### src/design/crc_frame_receive_parser_unit_defines.svh
`ifndef CRC_FRAME_RECEIVE_PARSER_UNIT_DEFINES_SVH
`define CRC_FRAME_RECEIVE_PARSER_UNIT_DEFINES_SVH

`ifndef NO_ASSERTIONS
`define CRCFRP_ASSERT(label, prop, msg) \
	label: assert property (@(posedge clk) disable iff (!arst_n) prop) else $error(msg);
`define CRCFRP_ASSERT_NEVER(label, cond, msg) \
	label: assert property (@(posedge clk) disable iff (!arst_n) !(cond)) else $error(msg);
`else
`define CRCFRP_ASSERT(label, prop, msg)
`define CRCFRP_ASSERT_NEVER(label, cond, msg)
`endif

`endif

### src/design/crcfrp_pkg.sv
package crcfrp_pkg;

	localparam int MAX_PAYLOAD_DEF = 32;
	localparam int BYTE_W          = 8;
	localparam int LEN_OUT_W       = 6;
	localparam int IDX_OUT_W       = 5;
	localparam int M_TDATA_W       = 32;
	localparam int CFG_IDX_W       = 1;

	localparam logic [CFG_IDX_W-1:0] REG_HEADER_FIRST  = 1'b0;
	localparam logic [CFG_IDX_W-1:0] REG_HEADER_SECOND = 1'b1;

	localparam logic [BYTE_W-1:0] HEADER_FIRST_RST  = 8'hAA;
	localparam logic [BYTE_W-1:0] HEADER_SECOND_RST = 8'h55;

	localparam logic [15:0] CRC_INIT = 16'hFFFF;
	localparam logic [15:0] CRC_POLY = 16'hA001;

	typedef enum logic [3:0] {
		ST_HDR0,
		ST_HDR1,
		ST_CMD,
		ST_LEN,
		ST_DATA,
		ST_CRCL,
		ST_CRCH,
		ST_EMIT_RD,
		ST_EMIT_WR
	} state_t;

	typedef struct packed {
		logic crc_init;
		logic crc_upd;
		logic load_cmd;
		logic load_len;
		logic store_data;
		logic load_crc_low;
		logic clear_frame;
		logic emit_rd;
		logic emit_wr;
	} dp_cmd_t;

	typedef struct packed {
		logic hdr_first_hit;
		logic hdr_second_hit;
		logic len_too_big;
		logic len_zero;
		logic fill_done;
		logic crc_ok;
		logic emit_last;
		logic out_free;
	} dp_sts_t;

	// CRC-16/MODBUS, reflected, one byte
	function automatic logic [15:0] crc16_update(logic [15:0] crc, logic [BYTE_W-1:0] b);
		logic [15:0] c;
		c = crc ^ {8'h00, b};
		for (int i = 0; i < 8; i++) begin
			c = c[0] ? ((c >> 1) ^ CRC_POLY) : (c >> 1);
		end
		return c;
	endfunction

endpackage

### src/design/crc_frame_receive_parser_unit.sv
// Channel   Direction  Handshake             Payload
// s_*       in         s_tvalid / s_tready   s_tdata[7:0] rx_byte
// m_*       out        m_tvalid / m_tready   m_tdata, m_tlast last_of_frame
// cfg_*     in         cfg_valid / cfg_ready cfg_index, cfg_data
//
// One received byte is taken per cycle while parsing; the CRC is updated in that cycle
// for command, length and payload bytes. A good frame of L payload bytes emits max(L,1)
// results, each as a payload memory read, then a load of the output register once it is free.
// No bytes are taken during emission; the last result may wait in the output
// register while the next frame's bytes are already taken.
// Reset is asynchronous; the payload memory needs no clearing.
module crc_frame_receive_parser_unit #(
	parameter int MAX_PAYLOAD = crcfrp_pkg::MAX_PAYLOAD_DEF
) (
	input  logic                                  clk,
	input  logic                                  arst_n,
	input  logic                                  s_tvalid,
	output logic                                  s_tready,
	input  logic [crcfrp_pkg::BYTE_W-1:0]         s_tdata,    // [7:0] rx_byte
	output logic                                  m_tvalid,
	input  logic                                  m_tready,
	// [7:0] frame_command, [13:8] frame_length, [21:14] data_byte,
	// [26:22] byte_index, [31:27] zero
	output logic [crcfrp_pkg::M_TDATA_W-1:0]      m_tdata,
	output logic                                  m_tlast,
	input  logic                                  cfg_valid,
	output logic                                  cfg_ready,
	input  logic [crcfrp_pkg::CFG_IDX_W-1:0]      cfg_index,
	input  logic [crcfrp_pkg::BYTE_W-1:0]         cfg_data
);

	crcfrp_pkg::dp_cmd_t cmd;
	crcfrp_pkg::dp_sts_t sts;

	assign cfg_ready = 1'b1;

	crcfrp_ctrl u_ctrl (
		.clk      (clk),
		.arst_n   (arst_n),
		.s_tvalid (s_tvalid),
		.s_tready (s_tready),
		.sts      (sts),
		.cmd      (cmd)
	);

	crcfrp_dp #(
		.MAX_PAYLOAD (MAX_PAYLOAD)
	) u_dp (
		.clk       (clk),
		.arst_n    (arst_n),
		.s_tdata   (s_tdata),
		.cfg_valid (cfg_valid),
		.cfg_index (cfg_index),
		.cfg_data  (cfg_data),
		.cmd       (cmd),
		.sts       (sts),
		.m_tvalid  (m_tvalid),
		.m_tready  (m_tready),
		.m_tdata   (m_tdata),
		.m_tlast   (m_tlast)
	);

endmodule

### src/design/crcfrp_ram.sv
module crcfrp_ram #(
	parameter int WIDTH = 8,
	parameter int DEPTH = 32,
	parameter int AW    = (DEPTH > 1) ? $clog2(DEPTH) : 1
) (
	input  logic             clk,
	input  logic             wr_en,
	input  logic [AW-1:0]    wr_addr,
	input  logic [WIDTH-1:0] wr_data,
	input  logic             rd_en,
	input  logic [AW-1:0]    rd_addr,
	output logic [WIDTH-1:0] rd_data
);

	logic [WIDTH-1:0] mem_q [DEPTH];
	logic [WIDTH-1:0] rd_data_q;

	always_ff @(posedge clk) begin
		if (wr_en) begin
			mem_q[wr_addr] <= wr_data;
		end
		if (rd_en) begin
			rd_data_q <= mem_q[rd_addr];
		end
	end

	assign rd_data = rd_data_q;

endmodule

### src/design/crcfrp_ctrl.sv
`include "crc_frame_receive_parser_unit_defines.svh"

module crcfrp_ctrl (
	input  logic               clk,
	input  logic               arst_n,
	input  logic               s_tvalid,
	output logic               s_tready,
	input  crcfrp_pkg::dp_sts_t sts,
	output crcfrp_pkg::dp_cmd_t cmd
);

	crcfrp_pkg::state_t state_q;
	crcfrp_pkg::state_t state_nxt;
	logic               acc;

	always_ff @(posedge clk or negedge arst_n) begin
		if (!arst_n) begin
			state_q <= crcfrp_pkg::ST_HDR0;
		end else begin
			state_q <= state_nxt;
		end
	end

	assign s_tready = (state_q != crcfrp_pkg::ST_EMIT_RD) && (state_q != crcfrp_pkg::ST_EMIT_WR);
	assign acc      = s_tvalid && s_tready;

	always_comb begin
		state_nxt = state_q;
		cmd       = '0;
		case (state_q)
			crcfrp_pkg::ST_HDR0: begin
				if (acc && sts.hdr_first_hit) begin
					state_nxt = crcfrp_pkg::ST_HDR1;
				end
			end
			crcfrp_pkg::ST_HDR1: begin
				if (acc) begin
					if (sts.hdr_second_hit) begin
						cmd.crc_init = 1'b1;
						state_nxt    = crcfrp_pkg::ST_CMD;
					end else if (!sts.hdr_first_hit) begin
						state_nxt = crcfrp_pkg::ST_HDR0;
					end
				end
			end
			crcfrp_pkg::ST_CMD: begin
				if (acc) begin
					cmd.load_cmd = 1'b1;
					cmd.crc_upd  = 1'b1;
					state_nxt    = crcfrp_pkg::ST_LEN;
				end
			end
			crcfrp_pkg::ST_LEN: begin
				if (acc) begin
					if (sts.len_too_big) begin
						cmd.clear_frame = 1'b1;
						state_nxt       = crcfrp_pkg::ST_HDR0;
					end else begin
						cmd.load_len = 1'b1;
						cmd.crc_upd  = 1'b1;
						state_nxt    = sts.len_zero ? crcfrp_pkg::ST_CRCL : crcfrp_pkg::ST_DATA;
					end
				end
			end
			crcfrp_pkg::ST_DATA: begin
				if (acc) begin
					cmd.store_data = 1'b1;
					cmd.crc_upd    = 1'b1;
					if (sts.fill_done) begin
						state_nxt = crcfrp_pkg::ST_CRCL;
					end
				end
			end
			crcfrp_pkg::ST_CRCL: begin
				if (acc) begin
					cmd.load_crc_low = 1'b1;
					state_nxt        = crcfrp_pkg::ST_CRCH;
				end
			end
			crcfrp_pkg::ST_CRCH: begin
				if (acc) begin
					if (sts.crc_ok) begin
						state_nxt = crcfrp_pkg::ST_EMIT_RD;
					end else begin
						cmd.clear_frame = 1'b1;
						state_nxt       = crcfrp_pkg::ST_HDR0;
					end
				end
			end
			crcfrp_pkg::ST_EMIT_RD: begin
				cmd.emit_rd = 1'b1;
				state_nxt   = crcfrp_pkg::ST_EMIT_WR;
			end
			crcfrp_pkg::ST_EMIT_WR: begin
				if (sts.out_free) begin
					cmd.emit_wr = 1'b1;
					if (sts.emit_last) begin
						cmd.clear_frame = 1'b1;
						state_nxt       = crcfrp_pkg::ST_HDR0;
					end else begin
						state_nxt = crcfrp_pkg::ST_EMIT_RD;
					end
				end
			end
			default: begin
				cmd.clear_frame = 1'b1;
				state_nxt       = crcfrp_pkg::ST_HDR0;
			end
		endcase
	end

	`CRCFRP_ASSERT(a_bad_crc_drops, (state_q == crcfrp_pkg::ST_CRCH && acc && !sts.crc_ok) |=> (state_q == crcfrp_pkg::ST_HDR0), "bad frame not dropped")
	`CRCFRP_ASSERT(a_long_len_drops, (state_q == crcfrp_pkg::ST_LEN && acc && sts.len_too_big) |=> (state_q == crcfrp_pkg::ST_HDR0), "oversize frame not dropped")

endmodule

### src/design/crcfrp_dp.sv
`include "crc_frame_receive_parser_unit_defines.svh"

module crcfrp_dp #(
	parameter int MAX_PAYLOAD = crcfrp_pkg::MAX_PAYLOAD_DEF
) (
	input  logic                                  clk,
	input  logic                                  arst_n,
	input  logic [crcfrp_pkg::BYTE_W-1:0]         s_tdata,
	input  logic                                  cfg_valid,
	input  logic [crcfrp_pkg::CFG_IDX_W-1:0]      cfg_index,
	input  logic [crcfrp_pkg::BYTE_W-1:0]         cfg_data,
	input  crcfrp_pkg::dp_cmd_t                   cmd,
	output crcfrp_pkg::dp_sts_t                   sts,
	output logic                                  m_tvalid,
	input  logic                                  m_tready,
	output logic [crcfrp_pkg::M_TDATA_W-1:0]      m_tdata,
	output logic                                  m_tlast
);

	localparam int LEN_W = $clog2(MAX_PAYLOAD + 1);
	localparam int AW    = (MAX_PAYLOAD > 1) ? $clog2(MAX_PAYLOAD) : 1;

	logic [crcfrp_pkg::BYTE_W-1:0]    hdr_first_q;
	logic [crcfrp_pkg::BYTE_W-1:0]    hdr_second_q;
	logic [crcfrp_pkg::BYTE_W-1:0]    cmd_q;
	logic [LEN_W-1:0]                 len_q;
	logic [LEN_W-1:0]                 fill_q;
	logic [LEN_W-1:0]                 fill_nxt;
	logic [crcfrp_pkg::BYTE_W-1:0]    crc_low_q;
	logic [15:0]                      crc_q;
	logic [AW-1:0]                    k_q;
	logic [LEN_W-1:0]                 emit_n;
	logic [crcfrp_pkg::BYTE_W-1:0]    ram_rd_data;
	logic [31:0]                      len_wide;
	logic [31:0]                      k_wide;

	logic                             m_valid_q;
	logic [crcfrp_pkg::BYTE_W-1:0]    m_cmd_q;
	logic [crcfrp_pkg::LEN_OUT_W-1:0] m_len_q;
	logic [crcfrp_pkg::BYTE_W-1:0]    m_data_q;
	logic [crcfrp_pkg::IDX_OUT_W-1:0] m_idx_q;
	logic                             m_last_q;

	always_ff @(posedge clk or negedge arst_n) begin
		if (!arst_n) begin
			hdr_first_q  <= crcfrp_pkg::HEADER_FIRST_RST;
			hdr_second_q <= crcfrp_pkg::HEADER_SECOND_RST;
		end else if (cfg_valid) begin
			case (cfg_index)
				crcfrp_pkg::REG_HEADER_FIRST:  hdr_first_q  <= cfg_data;
				crcfrp_pkg::REG_HEADER_SECOND: hdr_second_q <= cfg_data;
				default: begin
				end
			endcase
		end
	end

	assign fill_nxt = fill_q + LEN_W'(1);
	assign emit_n   = (len_q == '0) ? LEN_W'(1) : len_q;
	assign len_wide = 32'(len_q);
	assign k_wide   = 32'(k_q);

	always_ff @(posedge clk or negedge arst_n) begin
		if (!arst_n) begin
			cmd_q     <= '0;
			len_q     <= '0;
			fill_q    <= '0;
			crc_low_q <= '0;
			crc_q     <= crcfrp_pkg::CRC_INIT;
			k_q       <= '0;
		end else if (cmd.clear_frame) begin
			cmd_q     <= '0;
			len_q     <= '0;
			fill_q    <= '0;
			crc_low_q <= '0;
			crc_q     <= crcfrp_pkg::CRC_INIT;
			k_q       <= '0;
		end else begin
			if (cmd.crc_init) begin
				crc_q <= crcfrp_pkg::CRC_INIT;
			end else if (cmd.crc_upd) begin
				crc_q <= crcfrp_pkg::crc16_update(crc_q, s_tdata);
			end
			if (cmd.load_cmd) begin
				cmd_q <= s_tdata;
			end
			if (cmd.load_len) begin
				len_q  <= s_tdata[LEN_W-1:0];
				fill_q <= '0;
			end
			if (cmd.store_data) begin
				fill_q <= fill_nxt;
			end
			if (cmd.load_crc_low) begin
				crc_low_q <= s_tdata;
			end
			if (cmd.emit_wr) begin
				k_q <= k_q + AW'(1);
			end
		end
	end

	crcfrp_ram #(
		.WIDTH (crcfrp_pkg::BYTE_W),
		.DEPTH (MAX_PAYLOAD),
		.AW    (AW)
	) u_payload (
		.clk     (clk),
		.wr_en   (cmd.store_data),
		.wr_addr (fill_q[AW-1:0]),
		.wr_data (s_tdata),
		.rd_en   (cmd.emit_rd),
		.rd_addr (k_q),
		.rd_data (ram_rd_data)
	);

	always_comb begin
		sts.hdr_first_hit  = (s_tdata == hdr_first_q);
		sts.hdr_second_hit = (s_tdata == hdr_second_q);
		sts.len_too_big    = (s_tdata > crcfrp_pkg::BYTE_W'(MAX_PAYLOAD));
		sts.len_zero       = (s_tdata == '0);
		sts.fill_done      = (fill_nxt >= len_q);
		sts.crc_ok         = (crc_low_q == crc_q[7:0]) && (s_tdata == crc_q[15:8]);
		sts.emit_last      = ((LEN_W'(k_q) + LEN_W'(1)) == emit_n);
		sts.out_free       = !m_valid_q || m_tready;
	end

	always_ff @(posedge clk or negedge arst_n) begin
		if (!arst_n) begin
			m_valid_q <= 1'b0;
		end else if (cmd.emit_wr) begin
			m_valid_q <= 1'b1;
		end else if (m_tready) begin
			m_valid_q <= 1'b0;
		end
	end

	always_ff @(posedge clk) begin
		if (cmd.emit_wr) begin
			m_cmd_q  <= cmd_q;
			m_len_q  <= len_wide[crcfrp_pkg::LEN_OUT_W-1:0];
			m_data_q <= (len_q == '0) ? '0 : ram_rd_data;
			m_idx_q  <= k_wide[crcfrp_pkg::IDX_OUT_W-1:0];
			m_last_q <= sts.emit_last;
		end
	end

	assign m_tvalid = m_valid_q;
	assign m_tlast  = m_last_q;
	assign m_tdata  = {5'b0, m_idx_q, m_data_q, m_len_q, m_cmd_q};

	`CRCFRP_ASSERT_NEVER(a_fill_bounded, fill_q > len_q, "payload fill ran past frame length")
	`CRCFRP_ASSERT_NEVER(a_emit_bounded, LEN_W'(k_q) >= emit_n, "emit index ran past frame length")

endmodule

### config.mk
export PLATFORM = sky130hd
export DESIGN_NAME = crc_frame_receive_parser_unit
export DESIGN_NICKNAME = d
export VERILOG_FILES = /design/src/design/crcfrp_pkg.sv /design/src/design/crc_frame_receive_parser_unit.sv /design/src/design/crcfrp_ram.sv /design/src/design/crcfrp_ctrl.sv /design/src/design/crcfrp_dp.sv
export VERILOG_INCLUDE_DIRS = /design/src /design/src/design
export SDC_FILE = /design/constraint.sdc
export NUM_CORES = 1
export LEC_CHECK = 0
export BUFFER_PORTS_ARGS = -buffer_cell sky130_fd_sc_hd__clkbuf_2
export CAP_MARGIN = 40
export CORE_ASPECT_RATIO = 1.5
export CORE_MARGIN = 2
export CORE_UTILIZATION = 40
export DETAILED_ROUTE_END_ITERATION = 8
export PLACE_DENSITY = 0.62
export SYNTH_ARGS = -nofsm -noshare
export SYNTH_HDL_FRONTEND = slang
export SYNTH_SLANG_ARGS = --single-unit
### constraint.sdc
create_clock -name clk -period 2.76 [get_ports clk]
set_clock_uncertainty 0.2 [all_clocks]
set_input_delay 0.552 -clock clk [delete_from_list [all_inputs] [get_ports clk]]
set_output_delay 0.552 -clock clk [all_outputs]
set_load 0.01 [all_outputs]
Word level (Yosys, flattened, before mapping)
Memories as Yosys holds them, arrays and structs flattened. A register that Yosys moved wholly into a read port is not among the register bits. Cells that the tools add are included.

$lt $le $gt $ge: 2. Multiplexer cells: 65. Reduce and logical (&&, ||, !) cells: 20. Add/sub/neg operators: 3. Eq/ne operators: 25. Bitwise operators: 10.

Operators with widths (number): two-way mux 16 bit (11); two-way mux 4 bit (12); two-way mux 6 bit (6); case mux 4 bit (9 select lines) (1); == test 8 bit (4); two-way mux 8 bit (4); two-way mux 1 bit (24); inverter 2 -> 3 bit (8); == test 4 x 3 -> 1 bit (second input constant) (4); XOR 16 x 8 -> 16 bit (1); != test 2 x 1 -> 1 bit (second input constant) (7); two-way mux 5 bit (2); AND reduction 10 bit (1); nonzero test 2 bit (5); == test 4 x 2 -> 1 bit (second input constant) (2); > comparator 8 x 6 -> 1 bit (second input constant) (1); logical NOT 8 bit (1); adder 5 x 1 -> 6 bit (second input constant) (1); adder 6 x 1 -> 6 bit (second input constant) (1); == test 6 bit (1); greater-or-equal comparator 6 bit (1); logical NOT 6 bit (1); two-way mux 3 bit (2); nonzero test 3 bit (2); other kinds (17) (22).

Memories: 1. Bits in registers: 98. Output and inout port bits: 36. Bits in writable memories: 256. Bits of input ports: 22.

Memories: u_dp.u_payload.mem_q (depth 32, bits a word 8, rd ports 1, clocked after memory_dff 1, write ports 1, line crcfrp_ram.sv:15) `logic [WIDTH-1:0] mem_q [DEPTH];`.

Depth between registers and ports, before layout
Depth after elaboration: 20. Gate-level depth with buffers: 10.

Modules after synthesis
From an unflattened synthesis, not the netlist that was laid out.

Cells, all modules: 852. Area total of the unflattened synthesis: 15199.6 um^2.

By module, submodules not included: crcfrp_ram (times used 1, cells each 417, area an instance 10133.5 um^2); crcfrp_dp (times used 1, cells each 362, area an instance 4540.6 um^2); crcfrp_ctrl (times used 1, cells each 71, area an instance 514.2 um^2); crc_frame_receive_parser_unit (times used 1, cells each 2, area an instance 11.3 um^2).

Worst setup path before layout
No wires, ideal clock.

Kind: reg2reg. Start point: register u_dp.k_q[0]. End point: register u_dp.u_payload.rd_data_q[0], in the netlist u_dp.u_payload.rd_data[0], read port of u_dp.u_payload.mem_q (data pin). Clock period less this slack: 2.807 ns. Slack: -0.047 ns. Stages on the path, launching flop included: 7. Data arrival time: 2.348 ns. Library setup time: 0.260 ns. Cell sequence: dfrtp_1 clkbuf_1 buf_2 buf_2 mux4_2 mux4_2 mux2_2.

RTL lines: from (decl) (line crcfrp_dp.sv:31) `logic [AW-1:0] k_q;`; from (signal assigned) (line crcfrp_dp.sv:98) `k_q <= k_q + AW'(1);`; to (decl) (line crcfrp_ram.sv:16) `logic [WIDTH-1:0] rd_data_q;`.

Worst setup path in the final report
Start point: register u_dp.k_q[0]. End point: register u_dp.crc_q[0].

Word-level cells in the longest chain between the ends: 6.

Ends and longest elaborated chain: adder 5 x 1 -> 6 bit * (line crcfrp_dp.sv:124) `sts.emit_last = ((LEN_W'(k_q) + LEN_W'(1)) == emit_n);`; == test 6 bit * (line crcfrp_dp.sv:124); two-way mux 1 bit * (line crcfrp_ctrl.sv:97) `if (sts.emit_last) begin`; two-way mux 1 bit * (line crcfrp_ctrl.sv:95) `if (sts.out_free) begin`; case mux 1 bit (4 select lines) * (line crcfrp_ctrl.sv:30) `case (state_q)`; nonzero test 3 bit (no line) or two-way mux 16 bit (tied branches); to (signal assigned) (line crcfrp_dp.sv:69) `crc_q <= crcfrp_pkg::CRC_INIT;`; to (signal assigned) (line crcfrp_dp.sv:76) `crc_q <= crcfrp_pkg::CRC_INIT;`; to (signal assigned) (line crcfrp_dp.sv:80) `crc_q <= crcfrp_pkg::CRC_INIT;`; to (decl) (line crcfrp_dp.sv:30) `logic [15:0] crc_q;`.

Mark *: on every way between the ends. The rest lies on a longest branch, timed or not. A chain may end at the register's enable or synchronous reset.

==> impl_metrics.json <==
{
  "fillers": 3238,
  "grt_pass1_vias": 8491,
  "cts.path.max_buffers": 3,
  "viasPerCell": 5.35,
  "worstMarginPinSlew_ns": 0.582,
  "outcome": "finished clean",
  "antenna_found_initial": 1,
  "fin_crit_ns": 2.68,
  "cts_root_buf": "clkbuf_16",
  "r2r_cells": 7,
  "powerDensity_nw_per_um2": 648,
  "synthArstFlopShare_pct": 19.3,
  "path_max_fanout": 12,
  "cp-end-kind": "flip-flop",
  "hold_ws_ns": 0.0735,
  "synth-seq-cells": 362,
  "firstDrtPassIters": 5,
  "critical_path_class": "reg2reg",
  "ir_drop_mv": 0.400,
  "fin_area_um2": 17900,
  "final_layout_size_suffix_gt1_share_pct": 32.9,
  "die_area_um2": 39800,
  "dpl_worst_slack_ns": -0.176,
  "wl_per_cell_um": 22.8,
  "synth_flop_cell": "edfxtp_1",
  "drt_iter0_drc": 652,
  "ioPinCount": 58,
  "finalHoldViolCount": 0,
  "drt-total-wl_um": 34600,
  "clkLatencyLatePin_ns": 0.53,
  "reg2reg_slack_ns": 0.08,
  "cap_viol_max_count": 0,
  "synthCells": 872,
  "ant_nets": 0,
  "p_sw_share_pct": 21.6,
  "setup_tns_ns": 0,
  "finalMaxSlewViolations": 0,
  "finalNetCount": 1038,
  "period_share_pct": 97.0,
  "clkSinkCount": 362,
  "pwr-share-seq_pct": 52.9,
  "cts_setup_buffers": 0,
  "cts_made_buffers": 34,
  "worst_slack_ns": 0.0816,
  "syn_avg_cell_area_um2": 17.5,
  "coreArea_um2": 37700,
  "critPathArrivalTime_ns": 2.94,
  "grtUsageTotal_pct": 17.8,
  "p_sw_mw": 2.50,
  "netlist_area_um2": 15300,
  "dpl.hpwl_um": 23400,
  "worst_setup_path_startpoint": "u_dp.k_q[0]",
  "p_comb_share_pct": 6.1,
  "port-buffer-count": 51,
  "critPathRequiredTime_ns": 3.02,
  "p_leak_nw": 6.33,
  "tritoncts": "built",
  "intPower_mw": 9.08,
  "htreeDepth": 2,
  "place.gp.congestion": 0.871,
  "finalSetupViolations": 0,
  "final-seq-area_um2": 10600,
  "synth.distinct_cells": 54,
  "multiInputGateArea_um2": 4420,
  "vias": 8123,
  "cp-start-kind": "flip-flop",
  "reg2reg_from": "u_dp.k_q[0]",
  "die_y_um": 243,
  "clk_pin_slew_ns": 0.07,
  "grt_pass1_wl_um": 52700,
  "ys_seq_area_share_pct": 69.1,
  "rr_endpoint": "u_dp.crc_q[0]",
  "num_antenna_cells": 0,
  "rows": 87,
  "synth-edff-count": 292,
  "crit_path_end": "u_dp.crc_q[0]",
  "post_dp_cell_area_um2": 16700,
  "rsz0062_at_grt": "yes",
  "drc": 0,
  "min_path_type": "in2reg",
  "max_slew_margin_pct": 61.0,
  "yosysWarnings": 0,
  "clock_power_share_pct": 41.0,
  "start_util_pct": 40.6,
  "gr-total-overflow": 0,
  "area_growth_pct": 17.0,
  "die_w_um": 164,
  "fin_util_pct": 47.5,
  "grt_max_degree": 66,
  "maxClockFrequency_mhz": 373
}
## flip-flops by register name (all words and copies together), names as in the netlist
| name | count |
|---|---|
| u_dp.len_q | 6 |
| u_dp.k_q | 5 |
| u_dp.m_tvalid | 1 |
| u_dp.m_data_q | 8 |
| u_dp.m_idx_q | 5 |
| u_dp.m_len_q | 6 |
| u_dp.u_payload.rd_data | 8 |
| u_dp.crc_q | 16 |
| u_dp.fill_q | 6 |
| u_dp.u_payload.mem_q | 256 |
| u_dp.m_cmd_q | 8 |
| u_dp.m_tlast | 1 |
| u_dp.hdr_second_q | 8 |
| u_dp.cmd_q | 8 |
| u_dp.crc_low_q | 8 |
| u_dp.hdr_first_q | 8 |
| u_ctrl.state_q | 4 |
## final cells by class
type	count	area share (%)
Timing Repair Buffer	144	6.19
Clock buffer	40	5.01
Tap cell	489	3.42
Clock inverter	21	1.28
Multi-Input combinational cell	447	24.7
Sequential cell	362	59.1
Inverter	16	0.336
## power groups by stage
stage               clock, mW  combinational, mW  sequential [mW]
floorplan                   0              0.438             6.22
global placement            0              0.686             6.24
detailed placement          0              0.699             6.24
CTS                      4.85              0.703             6.13
global route             5.07              0.772             6.14
finish                   4.75              0.701             6.13
## synthesized netlist by cell type, types with 2 or more instances
| master | instances | area [um2] |
|---|---|---|
| edfxtp_1 | 292 | 8770 |
| mux4_2 | 80 | 1800 |
| nor2_1 | 68 | 255 |
| dfrtp_1 | 46 | 1150 |
| nand2_1 | 35 | 131 |
| xnor2_1 | 33 | 289 |
| xor2_1 | 31 | 272 |
| mux2_2 | 27 | 304 |
| dfstp_2 | 24 | 631 |
| mux2i_1 | 22 | 220 |
| clkbuf_1 | 20 | 75.1 |
| nand3_1 | 17 | 85.1 |
| inv_1 | 15 | 56.3 |
| buf_2 | 13 | 65.1 |
| nor2b_1 | 12 | 75.1 |
| ha_1 | 11 | 138 |
| nor3_1 | 11 | 55.1 |
| or3_1 | 11 | 68.8 |
| buf_4 | 10 | 75.1 |
| o22a_1 | 9 | 78.8 |
| a21oi_1 | 8 | 40.0 |
| o31ai_1 | 8 | 60.1 |
| buf_6 | 6 | 67.6 |
| o21ai_0 | 6 | 30.0 |
| o41a_1 | 6 | 67.6 |
| nor4_1 | 5 | 31.3 |
| a31oi_1 | 4 | 25.0 |
| nand4_1 | 4 | 25.0 |
| buf_1 | 3 | 11.3 |
| a211o_1 | 2 | 17.5 |
| a211oi_1 | 2 | 15.0 |
| a21o_1 | 2 | 15.0 |
| and2_1 | 2 | 12.5 |
| and3_1 | 2 | 12.5 |
| conb_1 | 2 | 7.51 |
| nand2b_1 | 2 | 12.5 |
| nand3_2 | 2 | 20.0 |
| nand4b_1 | 2 | 17.5 |
| or4_1 | 2 | 15.0 |
## routing by layer
metal  track usage [%]  vias to the layer above  share of wire, %
met5                 0                        -                 0
met4              5.96                        0               2.8
met3              2.18                       54               3.3
met2              32.0                      186                54
met1              22.2                     4245                40
li1                  -                     3638                 -
## logic make-up after synthesis
family	count (synthesis)	share of synthesized area, %
multiplexers	129	15.2
other	2	0.0492
adder cells (fa/ha/maj)	11	0.901
buffers and inverters	68	2.32
flip-flops	362	69.1
AO/OA/AOI/OAI	54	2.74
XOR/XNOR	65	3.82
AND/OR/NAND/NOR	181	5.90
## through the flow
stage / total power, mW / cells
5_1_grt: 12.0 / 1519
6_report: 11.6 / 1519
2_1_floorplan: 6.66 / 876
3_3_place_gp: 6.93 / 1456
3_5_place_dp: 6.94 / 1456
4_1_cts: 11.7 / 1518
## critical path, stage by stage, from the launching register on
cell	delay (ns)
dfrtp_4	0.51
ha_1	0.33
xor2_1	0.17
nor4b_4	0.36
nand3_2	0.22
o211ai_4	0.37
buf_4	0.26
a2bb2oi_1	0.18
## timing repair
item,in CTS,in global routing
endpoints found under the hold margin,18,0
setup endpoints to repair,0,28
hold buffers,1,0
resized for setup,0,1
## cells in the final DEF (no fill, tap or decap), types with 12 or more instances in the layout
| cell | instances |
|---|---|
| edfxtp_1 | 292 |
| mux4_2 | 80 |
| buf_4 | 80 |
| nor2_1 | 68 |
| clkbuf_2 | 50 |
| dfrtp_1 | 44 |
| nand2_1 | 35 |
| clkbuf_16 | 35 |
| xnor2_1 | 33 |
| xor2_1 | 31 |
| mux2_2 | 27 |
| dfstp_2 | 24 |
| mux2i_1 | 22 |
| nand3_1 | 17 |
| inv_1 | 15 |
| nor2b_1 | 12 |
| buf_12 | 12 |
## worst min-delay path by stage
stage / from / end / cells after the start
floorplan: arst_n / u_ctrl.state_q[0] / 0
global placement: u_dp.cmd_q[5] / u_dp.m_cmd_q[5] / 0
detailed placement: u_dp.cmd_q[5] / u_dp.m_cmd_q[5] / 0
CTS: cfg_data[0] / u_dp.hdr_second_q[0] / 2
global route: cfg_data[0] / u_dp.hdr_second_q[0] / 2
finish: cfg_data[6] / u_dp.hdr_first_q[6] / 2
No activity file was read; power rests on OpenSTA's default activity.
